**config.mk**
```make
export PLATFORM = sky130hd
export DESIGN_NAME = ypd_fifo
export DESIGN_NICKNAME = d
export VERILOG_FILES = /design/src/hdl/ypd_pkg.sv /design/src/hdl/ypd_fifo.sv
export VERILOG_INCLUDE_DIRS = /design/src /design/src/hdl
export SDC_FILE = /design/constraint.sdc
export NUM_CORES = 1
export LEC_CHECK = 0
export ABC_AREA = 1
export BUFFER_PORTS_ARGS = -buffer_cell sky130_fd_sc_hd__buf_4
export CORE_UTILIZATION = 45
export CTS_CLUSTER_SIZE = 28
export DETAILED_ROUTE_END_ITERATION = 7
export GPL_TIMING_DRIVEN = 0
export PLACE_DENSITY = 0.63
export SYNTH_ARGS = -nofsm -noshare
export SYNTH_HDL_FRONTEND = slang
export SYNTH_SLANG_ARGS = --single-unit
```
**constraint.sdc**
```tcl
create_clock -name clk -period 1.2 [get_ports clk]
set_input_delay 0.12 -clock clk [delete_from_list [all_inputs] [get_ports clk]]
set_output_delay 0.12 -clock clk [all_outputs]
set_load 0.02 [all_outputs]
```
**src/hdl/yiq_pixel_diff_counter_unit_assert.svh**
```systemverilog
`ifndef YIQ_PIXEL_DIFF_COUNTER_UNIT_ASSERT_SVH
`define YIQ_PIXEL_DIFF_COUNTER_UNIT_ASSERT_SVH

// same-cycle implication, checked from the clock edge, off during reset
`define YPD_ASSERT_NOW(label, clk, rst, ante, cons, msg) \
  label: assert property (@(posedge clk) disable iff (rst) (ante) |-> (cons)) \
    else $error(msg);

// next-cycle implication
`define YPD_ASSERT_NEXT(label, clk, rst, ante, cons, msg) \
  label: assert property (@(posedge clk) disable iff (rst) (ante) |=> (cons)) \
    else $error(msg);

`endif

```
**src/hdl/ypd_pkg.sv**
```systemverilog
package ypd_pkg;

  localparam int COUNT_WIDTH_DEF = 32;
  localparam int OUT_COUNT_W     = 32;
  localparam int REG_W           = 32;
  localparam int CFG_IDX_W       = 2;

  localparam logic [CFG_IDX_W-1:0] REG_THRESHOLD   = 2'd0;
  localparam logic [CFG_IDX_W-1:0] REG_DIFF_COLOR  = 2'd1;
  localparam logic [CFG_IDX_W-1:0] REG_MARK_ENABLE = 2'd2;

  localparam int D_W     = 18;  // |D| <= 65025
  localparam int COEF_W  = 16;
  localparam int INNER_W = D_W + COEF_W;
  localparam int PROD_W  = D_W + INNER_W;
  localparam int LIMIT_W = 48;

  localparam logic [15:0] LIMIT_SCALE = 16'd65025;

  // YIQ weights, signed Q0.16
  localparam logic signed [COEF_W-1:0] K_RR = 16'sd10492;
  localparam logic signed [COEF_W-1:0] K_RG = 16'sd2374;
  localparam logic signed [COEF_W-1:0] K_RB = -16'sd3562;
  localparam logic signed [COEF_W-1:0] K_GG = 16'sd16372;
  localparam logic signed [COEF_W-1:0] K_GB = 16'sd3735;
  localparam logic signed [COEF_W-1:0] K_BB = 16'sd3705;

  localparam int QUEUE_DEPTH = 4;

  typedef struct packed {
    logic differs;
    logic last;
  } cls_t;

  typedef struct packed {
    logic [REG_W-1:0] color;
    logic             enable;
  } mark_cfg_t;

endpackage

```
**src/hdl/ypd_fifo.sv**
```systemverilog
`include "yiq_pixel_diff_counter_unit_assert.svh"

module ypd_fifo (
  input  logic          clk,
  input  logic          rst,
  input  logic          push,
  input  ypd_pkg::cls_t push_word,
  output logic          full,
  input  logic          pop,
  output ypd_pkg::cls_t head,
  output logic          empty
);

  localparam int DEPTH = ypd_pkg::QUEUE_DEPTH;
  localparam int PTR_W = $clog2(DEPTH);

  ypd_pkg::cls_t    mem [DEPTH];
  logic [PTR_W-1:0] wr_ptr;
  logic [PTR_W-1:0] rd_ptr;
  logic [PTR_W:0]   cnt;

  assign full  = cnt == (PTR_W + 1)'(DEPTH);
  assign empty = cnt == '0;
  assign head  = mem[rd_ptr];

  always_ff @(posedge clk) begin
    if (push) begin
      mem[wr_ptr] <= push_word;
    end
  end

  always_ff @(posedge clk) begin
    if (rst) begin
      wr_ptr <= '0;
      rd_ptr <= '0;
      cnt    <= '0;
    end else begin
      if (push) wr_ptr <= wr_ptr + 1'b1;
      if (pop)  rd_ptr <= rd_ptr + 1'b1;
      unique case ({push, pop})
        2'b10:   cnt <= cnt + 1'b1;
        2'b01:   cnt <= cnt - 1'b1;
        default: cnt <= cnt;
      endcase
    end
  end

  `YPD_ASSERT_NOW(a_fill_range, clk, rst, 1'b1, cnt <= (PTR_W + 1)'(DEPTH), "queue fill out of range")

endmodule

```
==> metrics.md <==
| Metric | Value |
|---|---|
| Syn nets | 90 |
| Post-DP HPWL | between 800 and 900 um |
| Wire length on met1 | 508 um |
| Final Instance Area | approximately 900 um2 |
| Chain of cells forming the critical path | inv_4 -> nor2_1 -> o22ai_1 -> buf_4 |
| Distinct cells, synth | 16 |
| Critical-path top delay cell | dfxtp_4 |
| Min cycle time layout | 1.197 ns |
| Met3 wire len | 26 um |
| Longest Clk Path Bufs | 2 |
| Placed Instance Area | about 830 um2 |
| Maximum fanout along the worst path | 5 |
| Worst EP arrival | 1.08 ns |
| Synth warnings | 0 |
| Max_cap viols | 0 |
| Crit start category | flop |
| Setup-failing EPs final | 0 |
| Final std cells w/o fill | 108 |
| Clk_skew | 0.002274 ns |
| Worst skew pair latency | between 0.2 and 0.3 ns |
| Synth Flop Type | dfxtp_1 |
| Hold_buf cts | 0 |
| Sequential share of the synthesized area | between 50 and 60% |
| CORE AREA | 1524 um2 |
| Seq cells post-synth | 17 |
| Post-synthesis instance area | 742.0 um2 |
| DRT iter0 DRCs | 9 |
| Power Total | approximately 1.2 mW |
| Placed Cells | approximately 100 |
| Syn Inst Count | 78 |
| Max-slew violation count | 0 |
| Vias in the first global route | 464 |
| Worst Tran Pin Value | around 0.2 ns |
| Initial Utilization | between 40% and 50% |
| Pin count of the biggest net entering global routing | 10 |
| TritonCTS clock tree | yes |
| Average wire per standard cell | around 10 um |
| Outcome | finished clean |
| Leading area contributor after synthesis | edfxtp_1 |
| CP Class | reg -> out |
| TritonCTS Buffers | 3 |
| Unrepaired setup endpoints after global routing | yes |
| Async set-or-reset flop fraction in the synthesized netlist | 0% |
| Routed Antenna Nets | 0 |
| Top Layer Used | met4 |
| Final Hold Fails | 0 |
| Number of enable flip-flop cells after synthesis | 8 |
| Vias after detailed routing | between 500 and 600 |
| Endpoint type of the worst setup path | primary output |
| Antenna Cells | 0 |
| First-pass GRT wire length | 1869 um |
| Worst Path Required | roughly 1.1 ns |
| GRT overflow | 0 |
| # DRC | 0 |
| Post-Route WL | 1117 um |
| Row count | 14 |
| Fin nets | ~110 |
| Worst path max stage delay | 0.37 ns |
| Routed length on met2 | roughly 560 um |
| Clock slew at reported path FFs | about 0.090 ns |
| Die X | around 43 um |
| Htree depth | 1 |
| Post-synth top cells | inv_1, dfxtp_1, edfxtp_1, nand2_1, nor2_1 |
| Hold WC Path Type | in -> reg |
| Highest clock rate | 0.8357 GHz |
| CTS Sinks | 17 |
| Die Height | roughly 43 um |
| GRT Util Overall | ~14% |
| Layout cells sized above 1 | about 36% |
| PortBufs | 9 |
| Tcrit/Tclk final | ~100% |
| Area share of the largest cell type after synthesis | 32.38% |
| Area grow syn2layout | 20.40% |
| CTS Root Cell | clkbuf_4 |
| Fillers | ~150 |
| Core Util, Final | roughly 60% |
| Routability congestion estimate | 0.6956 |
| Die area | approximately 1800 um2 |
| Number of I/O pins | 10 |
| Peak VDD IR | 0.0006742 V |
| Lkg Pwr | around 0.4 nW |
| Via density | just under 5 |
| Dominant cell by count in the synthesized netlist | inv_1 |
| Pre-Repair DR Iteration Count | 4 |
| Initial antenna violation count | 0 |
| Dominant cells by area after synthesis | edfxtp_1, dfxtp_1, ha_1, inv_1, o21ai_1 |
| Syn avg cell area | roughly 9.5 um2 |
| Power per cell area | ~1300 nW/um2 |
| Relative slew slack | 86.14% |
## layer usage
layer | GRT usage (%) | up-vias
li1 | - | 283
met1 | 16.57 | 242
met2 | 23.38 | 4
met3 | 3.879 | 2
met4 | 9.375 | 0
met5 | 0 | -
## cell families (layout without fill, tap and decap cells)
kind of cell	count (synthesis)	count (layout)	synth area share, %
adder cells (fa/ha/maj)	6	6	11.13
AO/OA/AOI/OAI	17	17	11.80
flip-flops	17	17	56.66
AND/OR/NAND/NOR	20	20	11.30
buffers and inverters	18	32	9.106
## stage by stage
| step | TNS (ns) | hold WS (ns) | setup slack, ns |
|---|---|---|---|
| 2_1_floorplan | 0 | 0.2189 | 0.04115 |
| 3_3_place_gp | -0.1607 | 0.3286 | -0.1152 |
| 3_5_place_dp | -0.2122 | 0.3354 | -0.1445 |
| 4_1_cts | -0.0009632 | 0.03657 | -0.0009632 |
| 5_1_grt | -0.1490 | 0.02695 | -0.06625 |
| 6_report | 0 | 0.03942 | 0.003429 |
## final timing paths
path	slack, ns	depth (start not counted)	end	start
setup / recovery	0.003	4	head[0]	flop
setup reg to reg	0.03	8	cnt[2]	cnt[0]
hold / removal	0.04	1	mem[2][1]	push_word[1]
hold reg to reg	0.45	1	flop	rd_ptr[1]
## critical path, delay by kind of cell (launching register included)
family,cells,cell delay [ns]
AO/OA/AOI/OAI,1,0.14
flip-flops,1,0.37
AND/OR/NAND/NOR,1,0.04
buffers and inverters,2,0.23
## placed cells by master (no fill, tap or decap), types with 2 or more instances in the layout
cell type,instances
nand2_1,7
edfxtp_1,8
nand2_2,2
inv_2,8
clkbuf_4,3
nor2_1,6
buf_4,10
nor3_1,2
inv_1,9
ha_1,5
o22ai_1,2
dfxtp_1,5
o21ai_2,2
o21ai_0,4
o21ai_1,4
a21oi_1,5
dfxtp_2,3
## power breakdown
group	total, mW	switching, mW	internal (mW)
sequential	0.676	0.0279	0.648
clock	0.293	0.164	0.129
combinational	0.211	0.120	0.0909
total	1.18	0.313	0.868
## repair_timing
item / in CTS / in global routing
gates resized for setup: 3 / 10
buffers inserted: 1 / 0
setup endpoints to repair: 3 / 3
pin swaps: 2 / 5
## final cells by class
| type | instances | area (um2) | area share [%] |
|---|---|---|---|
| sequential | 17 | 427.9 | 47.90 |
| tap | 16 | 20.02 | 2.241 |
| multi-input combinational | 43 | 274.0 | 30.67 |
| inverter | 18 | 70.07 | 7.843 |
| clock buffer | 4 | 26.28 | 2.941 |
| timing repair buffer | 10 | 75.07 | 8.403 |
Note: power is estimated with default switching activity, not from simulation.
