==> src/hdl/yiq_pixel_diff_counter_unit_assert.svh <==
`ifndef YIQ_PIXEL_DIFF_COUNTER_UNIT_ASSERT_SVH
`define YIQ_PIXEL_DIFF_COUNTER_UNIT_ASSERT_SVH

// same-cycle implication, checked from the clock edge, off during reset
`define YPD_ASSERT_NOW(label, clk, rst, ante, cons, msg) \
  label: assert property (@(posedge clk) disable iff (rst) (ante) |-> (cons)) \
    else $error(msg);

// next-cycle implication
`define YPD_ASSERT_NEXT(label, clk, rst, ante, cons, msg) \
  label: assert property (@(posedge clk) disable iff (rst) (ante) |=> (cons)) \
    else $error(msg);

`endif

==> src/hdl/ypd_pkg.sv <==
package ypd_pkg;

  localparam int COUNT_WIDTH_DEF = 32;
  localparam int OUT_COUNT_W     = 32;
  localparam int REG_W           = 32;
  localparam int CFG_IDX_W       = 2;

  localparam logic [CFG_IDX_W-1:0] REG_THRESHOLD   = 2'd0;
  localparam logic [CFG_IDX_W-1:0] REG_DIFF_COLOR  = 2'd1;
  localparam logic [CFG_IDX_W-1:0] REG_MARK_ENABLE = 2'd2;

  localparam int D_W     = 18;  // |D| <= 65025
  localparam int COEF_W  = 16;
  localparam int INNER_W = D_W + COEF_W;
  localparam int PROD_W  = D_W + INNER_W;
  localparam int LIMIT_W = 48;

  localparam logic [15:0] LIMIT_SCALE = 16'd65025;

  // YIQ weights, signed Q0.16
  localparam logic signed [COEF_W-1:0] K_RR = 16'sd10492;
  localparam logic signed [COEF_W-1:0] K_RG = 16'sd2374;
  localparam logic signed [COEF_W-1:0] K_RB = -16'sd3562;
  localparam logic signed [COEF_W-1:0] K_GG = 16'sd16372;
  localparam logic signed [COEF_W-1:0] K_GB = 16'sd3735;
  localparam logic signed [COEF_W-1:0] K_BB = 16'sd3705;

  localparam int QUEUE_DEPTH = 4;

  typedef struct packed {
    logic differs;
    logic last;
  } cls_t;

  typedef struct packed {
    logic [REG_W-1:0] color;
    logic             enable;
  } mark_cfg_t;

endpackage

==> src/hdl/ypd_back.sv <==
`include "yiq_pixel_diff_counter_unit_assert.svh"

module ypd_back #(
  parameter int COUNT_WIDTH = ypd_pkg::COUNT_WIDTH_DEF
) (
  input  logic                            clk,
  input  logic                            rst,
  input  ypd_pkg::cls_t                   head,
  input  logic                            empty,
  output logic                            pop,
  input  ypd_pkg::mark_cfg_t              mark_cfg,
  output logic                            out_valid,
  input  logic                            out_ready,
  output logic                            is_different,
  output logic                            write_mark,
  output logic [ypd_pkg::REG_W-1:0]       mark_color,
  output logic [ypd_pkg::OUT_COUNT_W-1:0] diff_count,
  output logic                            count_final
);

  localparam int OW = ypd_pkg::OUT_COUNT_W;

  logic [COUNT_WIDTH-1:0] cnt;
  logic [COUNT_WIDTH-1:0] cnt_inc;
  logic [COUNT_WIDTH-1:0] cnt_next;
  logic [OW-1:0]          shown;
  logic                   mark;

  assign pop  = !empty && (!out_valid || out_ready);
  assign mark = head.differs && mark_cfg.enable;

  always_comb begin
    cnt_inc = (head.differs && cnt != '1) ? cnt + 1'b1 : cnt;
    if (pop) begin
      cnt_next = head.last ? '0 : cnt_inc;
    end else begin
      cnt_next = cnt;
    end
  end

  generate
    if (COUNT_WIDTH > OW) begin : g_sat
      assign shown = (|cnt_inc[COUNT_WIDTH-1:OW]) ? '1 : cnt_inc[OW-1:0];
    end else begin : g_ext
      assign shown = OW'(cnt_inc);
    end
  endgenerate

  always_ff @(posedge clk) begin
    if (rst) begin
      cnt       <= '0;
      out_valid <= 1'b0;
    end else begin
      cnt <= cnt_next;
      if (pop) begin
        out_valid <= 1'b1;
      end else if (out_ready) begin
        out_valid <= 1'b0;
      end
    end
  end

  always_ff @(posedge clk) begin
    if (pop) begin
      is_different <= head.differs;
      write_mark   <= mark;
      mark_color   <= mark ? mark_cfg.color : '0;
      diff_count   <= shown;
      count_final  <= head.last;
    end
  end

  `YPD_ASSERT_NOW(a_mark_needs_diff, clk, rst, out_valid && write_mark, is_different, "mark without difference")
  `YPD_ASSERT_NOW(a_diff_counted, clk, rst, out_valid && is_different, diff_count != '0, "differing word with zero count")

endmodule

==> config.mk <==
export PLATFORM = sky130hd
export DESIGN_NAME = ypd_back
export DESIGN_NICKNAME = d
export VERILOG_FILES = /design/src/hdl/ypd_pkg.sv /design/src/hdl/ypd_back.sv
export VERILOG_INCLUDE_DIRS = /design/src /design/src/hdl
export SDC_FILE = /design/constraint.sdc
export NUM_CORES = 1
export LEC_CHECK = 0
export BUFFER_PORTS_ARGS = -buffer_cell sky130_fd_sc_hd__buf_4
export CORE_MARGIN = 2
export CORE_UTILIZATION = 41
export DETAILED_ROUTE_END_ITERATION = 7
export GPL_TIMING_DRIVEN = 1
export PLACE_DENSITY = 0.63
export SLEW_MARGIN = 25
export SYNTH_ARGS = -nofsm -noshare
export SYNTH_HDL_FRONTEND = slang
export SYNTH_SLANG_ARGS = --single-unit
==> constraint.sdc <==
create_clock -name clk -period 5.3 [get_ports clk]
set_clock_uncertainty 0.1 [all_clocks]
set_input_delay 1.06 -clock clk [delete_from_list [all_inputs] [get_ports clk]]
set_output_delay 1.06 -clock clk [all_outputs]
set_load 0.005 [all_outputs]
==> impl_metrics.env, run 1 <==
export IMPL_fmax_mhz=301
export IMPL_synth_compound_area_share_pct=10.7
export IMPL_htree_num_levels=3
export IMPL_syn_cell_area_um2=4690
export IMPL_synth_top_family_by_area="simple AND/OR/NAND/NOR gates"
export IMPL_ys_async_sr_fraction_pct=0
export IMPL_power_leakage_nw=2.33
export IMPL_postCtsSetupBuffers=0
export IMPL_start_kind="primary input"
export IMPL_synth_top_area_cell="edfxtp_1"
export IMPL_final_hold_violation_count=0
export IMPL_rsz0062_at_grt="no"
export IMPL_final_nets=548
export IMPL_setup_tns_final_ns=0
export IMPL_grt_overflow=0
export IMPL_synth_flop_cell="edfxtp_1"
export IMPL_drt_vias_per_instance=5.47
export IMPL_antenna_found_initial=0
export IMPL_tritoncts="done"
export IMPL_dr_pass1_iters=4
export IMPL_cts_clk_slew_worst_paths_ns=0.06
export IMPL_ios=108
export IMPL_dieArea_um2=12300
export IMPL_cts_buffer_depth=2
export IMPL_rows=39
export IMPL_synth_common_cells="67 x edfxtp_1, 38 x and3_1, 33 x dfxtp_1, 29 x nand2_1"
export IMPL_syn_avg_cell_area_um2=11.3
export IMPL_synth_adder_area_share_pct=0.267
export IMPL_cp_max_fo=19
export IMPL_drtIter0Drc=225
export IMPL_crit_type="primary input to primary output"
export IMPL_numPortBuffers=107
export IMPL_n_antenna_cell=0
export IMPL_drc=0
export IMPL_synth_edf_count=67
export IMPL_ys_ff_latch=100
export IMPL_via_count=3591
export IMPL_die_width_um=111
export IMPL_drive_above_1_share_pct=28.1
export IMPL_wl_mm=10.4
export IMPL_max_slew_margin_rel_pct=49.7
export IMPL_synth_cell_types=58
export IMPL_core_area_um2=11300
export IMPL_die_y_um=111
export IMPL_crit_path_end_kind="primary output"
export IMPL_post_route_period_util_pct=62.7
export IMPL_hp_class="flop to flop"
export IMPL_n_fill_cell=1009
export IMPL_yosysMostFrequentCell="edfxtp_1"
export IMPL_areaGrowthSynthToFinish_pct=25.4
export IMPL_syn_nets=454
export IMPL_worst_slew_pin_slew_ns=0.754
export IMPL_grt_pass1_vias=3325
export IMPL_dpl_hpwl_mm=7.26
export IMPL_synthMuxAreaShare_pct=0.453
export IMPL_cts_hold_buf=0
export IMPL_clkSinkCount=100
export IMPL_yosys_area_share_simple_pct=22.5
export IMPL_postRouteAntennaNets=0
export IMPL_crit_required_ns=4.14
export IMPL_yosysWarnings=0
export IMPL_grt_pass1_wl_mm=16.6
export IMPL_cap_violations=0
export IMPL_synth_top_area_share_pct=42.9
export IMPL_synthCells=414
export IMPL_cts_resized=0
export IMPL_critPathArrivalTime_ns=2.16
export IMPL_wl_per_cell_um=15.9
export IMPL_worst_slack_ns=1.98
export IMPL_start_util_pct=41.6
export IMPL_synthXorXnorAreaFrac_pct=5.60
export IMPL_power_w=0.00173
export IMPL_grt_max_degree=48
export IMPL_root_buffer="clkbuf_16"
export IMPL_min_period_ns=3.32
export IMPL_cts_buffers=9
export IMPL_ys_top_cells_by_area="edfxtp_1 43%, dfxtp_1 14%, and3_1 5.1%"
export IMPL_routabilityCongestion=0.818
export IMPL_clk_latency_ns=0.34
export IMPL_pre_cts_slack_ns=1.96
export IMPL_power_density_nw_per_um2=294
export IMPL_ir_drop_mv=0.161
export IMPL_maxSlewViolCount=0
export IMPL_synth_seq_area_share_pct=57.0
export IMPL_setup_viol=0
export IMPL_status="completed"
export IMPL_grt_usage_pct=16.6
-- report_power, final --
group	switching (W)	internal, W
logic	0.0000624	0.0000628
registers	0.00000905	0.000864
clock network	0.000273	0.000460
total	0.000345	0.00139
-- cells by family after synthesis --
kind of cell	count (synthesis)
buffers and inverters	32
XOR/XNOR	30
AND/OR/NAND/NOR	172
AO/OA/AOI/OAI	77
multiplexers	2
flip-flops	100
adder cells (fa/ha/maj)	1
-- final cells by class --
class | count | area [µm²] | area share [%]
sequential | 100 | 2670 | 45.4
multi-input combinational | 282 | 1860 | 31.6
timing repair buffer | 109 | 818 | 13.9
clock buffer | 11 | 233 | 3.95
tap | 143 | 179 | 3.04
clock inverter | 5 | 101 | 1.72
inverter | 6 | 22.5 | 0.383
-- registers in the layout, summed over array words and instances, names as in the netlist --
register      flops
is_different      1
cnt              32
write_mark        1
mark_color       32
diff_count       32
out_valid         1
count_final       1
-- cell usage in the layout (no fill, tap or decap), drive strengths merged, types with 4 or more instances in the layout --
cell      n
xnor2    19
xor2     11
nand3    20
or3      15
a31oi    11
nor2     18
and3     41
o21ai    23
and2      4
a21oi    20
o31ai     5
clkbuf   11
inv       6
nand4    16
nand2    30
dfxtp    33
buf     109
and4      6
nor4      4
nor3      8
edfxtp   67
-- critical path, cell delays in order --
cell and delay [ns]:
buf_4 0.10, nand2b_1 0.14, nand2b_1 0.55, inv_2 0.13
buf_4 0.17
-- through the flow --
step,instance area [µm²],util (%),instances,hold WS [ns]
2_1_floorplan,4690,-,414,0.374
3_3_place_gp,5550,49.2,640,0.391
3_5_place_dp,5550,49.2,640,0.418
4_1_cts,5880,52.2,656,0.427
5_1_grt,5880,52.2,656,0.449
6_report,5880,52.2,656,0.425
-- metal layers --
layer | routed length [µm] | track usage [%] | vias to the layer above
met2 | 4590 | 24.2 | 140
met5 | 0 | 0 | -
met1 | 4860 | 23.4 | 1677
met4 | 240 | 7.83 | 0
li1 | - | - | 1755
met3 | 736 | 3.83 | 19
-- final timing paths --
| path | from | slack [ns] | to | cells past startpoint |
|---|---|---|---|---|
| setup reg to reg | cnt[0]$_SDFFE_PP0P_ | 2.56 | cnt[22]$_SDFFE_PP0P_ | 7 |
| setup / recovery | out_ready | 1.98 | pop | 5 |
| hold / removal | out_valid$_SDFFE_PP0P_ | 0.43 | out_valid$_SDFFE_PP0P_ | 2 |
| hold reg to reg | out_valid$_SDFFE_PP0P_ | 0.43 | out_valid$_SDFFE_PP0P_ | 2 |
(Power assumes the default switching activity.)
==> inputs of run 2 (changes only) <==
==> constraint.sdc (replaced) <==
create_clock -name clk -period 3.4 [get_ports clk]
set_clock_uncertainty 0.1 [all_clocks]
set_input_delay 0.68 -clock clk [delete_from_list [all_inputs] [get_ports clk]]
set_output_delay 0.68 -clock clk [all_outputs]
set_load 0.005 [all_outputs]
==> run 2 against run 1 <==
Net effect: wire length is 3.2% higher; core utilization is 0.41 points lower; sequential share of layout area is 0.36 points higher; clock power is 28% higher; die area stayed put; register-to-register slack worse by 1.8 ns; largest power group unchanged.
==> impl_metrics.env, run 2 (synthesis gave the netlist of run 1 again) <==
export IMPL_wl_per_cell_um=16.4
export IMPL_ff2ff_path_depth=7
export IMPL_wl_mm=10.8
export IMPL_hp_start="out_valid$_SDFFE_PP0P_"
export IMPL_dieArea_um2=12300
export IMPL_setup_viol=0
export IMPL_pre_cts_slack_ns=0.671
export IMPL_power_w=0.00250
export IMPL_cts_clk_slew_worst_paths_ns=0.07
export IMPL_cp_slowest_cell="and4_1"
export IMPL_die_width_um=111
export IMPL_grt_usage_pct=17.4
export IMPL_routabilityCongestion=0.837
export IMPL_grt_pass1_wl_mm=17.4
export IMPL_status="completed"
export IMPL_rows=39
export IMPL_crit_type="flop to flop"
export IMPL_crit_path_end_kind="flop"
export IMPL_setup_tns_final_ns=0
export IMPL_rsz0062_at_grt="no"
export IMPL_ios=108
export IMPL_ir_drop_mv=0.228
export IMPL_n_fill_cell=986
export IMPL_post_route_period_util_pct=78.3
export IMPL_drive_above_1_share_pct=28.3
export IMPL_holdPathStages=2
export IMPL_grt_overflow=0
export IMPL_antenna_found_initial=0
export IMPL_min_period_ns=2.66
export IMPL_worst_slack_ns=0.737
export IMPL_rr_startpoint="cnt[0]$_SDFFE_PP0P_"
export IMPL_cts_hold_buf=0
export IMPL_drt_vias_per_instance=5.53
export IMPL_multi_input_area_um2=1860
export IMPL_cp_max_fo=10
export IMPL_cts_buffers=9
export IMPL_regArea_um2=2670
export IMPL_n_antenna_cell=0
export IMPL_mostFrequentLayoutCell="buf_4"
export IMPL_final_hold_violation_count=0
export IMPL_root_buffer="clkbuf_16"
export IMPL_grt_pass1_vias=3399
export IMPL_final_cell_mix="111 x buf_4, 67 x edfxtp_1, 38 x and3_1"
export IMPL_via_count=3640
export IMPL_grt_max_degree=55
export IMPL_dpl_hpwl_mm=7.40
export IMPL_postRouteAntennaNets=0
export IMPL_critPathArrivalTime_ns=2.79
export IMPL_power_leakage_nw=2.30
export IMPL_power_density_nw_per_um2=428
export IMPL_fmax_mhz=376
export IMPL_cap_violations=0
export IMPL_start_kind="flop"
export IMPL_max_slew_margin_rel_pct=52.8
export IMPL_top_regs="cnt (32), diff_count (32), mark_color (32)"
export IMPL_tritoncts="done"
export IMPL_drtIter0Drc=252
export IMPL_finish_instance_area_um2=5840
export IMPL_clk_latency_ns=0.34
export IMPL_postCtsSetupBuffers=0
export IMPL_maxSlewViolCount=0
export IMPL_path_cells="ha_1 -> and4_1 -> nand3_1 -> nor4_2 -> and2_1 -> o21ai_0 -> a22o_1"
export IMPL_critPathMaxStageDelay_ns=0.55
export IMPL_crit_required_ns=3.53
export IMPL_start_util_pct=41.6
export IMPL_clkSinkCount=100
export IMPL_final_nets=550
export IMPL_r2r_slack_ns=0.74
export IMPL_place_area_um2=5570
export IMPL_htree_num_levels=3
export IMPL_core_area_um2=11300
export IMPL_worst_slew_pin_slew_ns=0.708
export IMPL_dr_pass1_iters=4
export IMPL_r2r_end="cnt[22]$_SDFFE_PP0P_"
export IMPL_worstHoldEndpoint="out_valid$_SDFFE_PP0P_"
export IMPL_die_y_um=111
export IMPL_cts_buffer_depth=2
export IMPL_areaGrowthSynthToFinish_pct=24.5
export IMPL_drc=0
export IMPL_cts_resized=0
export IMPL_numPortBuffers=107
export IMPL_hp_class="flop to flop"
==> run 2: cell count changes in the layout (fill, tap and decap cells not counted), sizes merged <==
cell,before,now
clkbuf,11,10
clkinvlp,1,3
clkinv,1,3
buf,109,111
bufinv,3,0
==> run 2: routing by layer <==
metal  GRT usage (%)  up-vias  share of wire, %
met1            24.1     1705                46
met3            3.88       19               7.8
met4            6.92        0               1.6
li1                -     1755                 -
met2            26.7      161                44
met5               0        -                 0
==> run 2: through the flow <==
stage / utilization (%) / hold WS (ns) / std cells
after CTS: 51.8 / 0.411 / 658
after global placement: 49.4 / 0.390 / 642
after global routing: 51.8 / 0.426 / 658
final: 51.8 / 0.412 / 658
after floorplan: - / 0.374 / 414
after detailed placement: 49.4 / 0.401 / 642
==> run 2: power by group <==
group          internal [W]  switching [W]  leakage [nW]
Combinational     0.0000998       0.000100          1.24
Clock              0.000496       0.000442         0.124
Sequential          0.00135      0.0000141         0.934
Total               0.00194       0.000556          2.30
==> run 2: critical path, delay by kind of cell, from the launching register on <==
kind,cells,cell delay [ns]
fa+ha+maj,1,0.28
compound gates,2,0.29
flops,1,0.43
simple gates,4,1.44
==> run 2: cell type report <==
class	instances	share of cell area (%)
sequential	100	45.8
inverter	6	0.450
timing repair buffer	111	14.3
clock buffer	10	3.92
tap	143	3.06
multi-input combinational	282	31.8
clock inverter	6	0.686
==> run 2: how the worst max path moves through the flow <==
stage	from	slack, ns	cells past startpoint	end
floorplan	out_ready	0.07	9	cnt[18]$_SDFFE_PP0P_
global placement	head[1]	0.75	7	cnt[27]$_SDFFE_PP0P_
detailed placement	head[1]	0.67	7	cnt[27]$_SDFFE_PP0P_
CTS	cnt[0]$_SDFFE_PP0P_	0.79	7	cnt[22]$_SDFFE_PP0P_
global route	cnt[0]$_SDFFE_PP0P_	0.59	7	cnt[22]$_SDFFE_PP0P_
finish	cnt[0]$_SDFFE_PP0P_	0.74	7	cnt[22]$_SDFFE_PP0P_
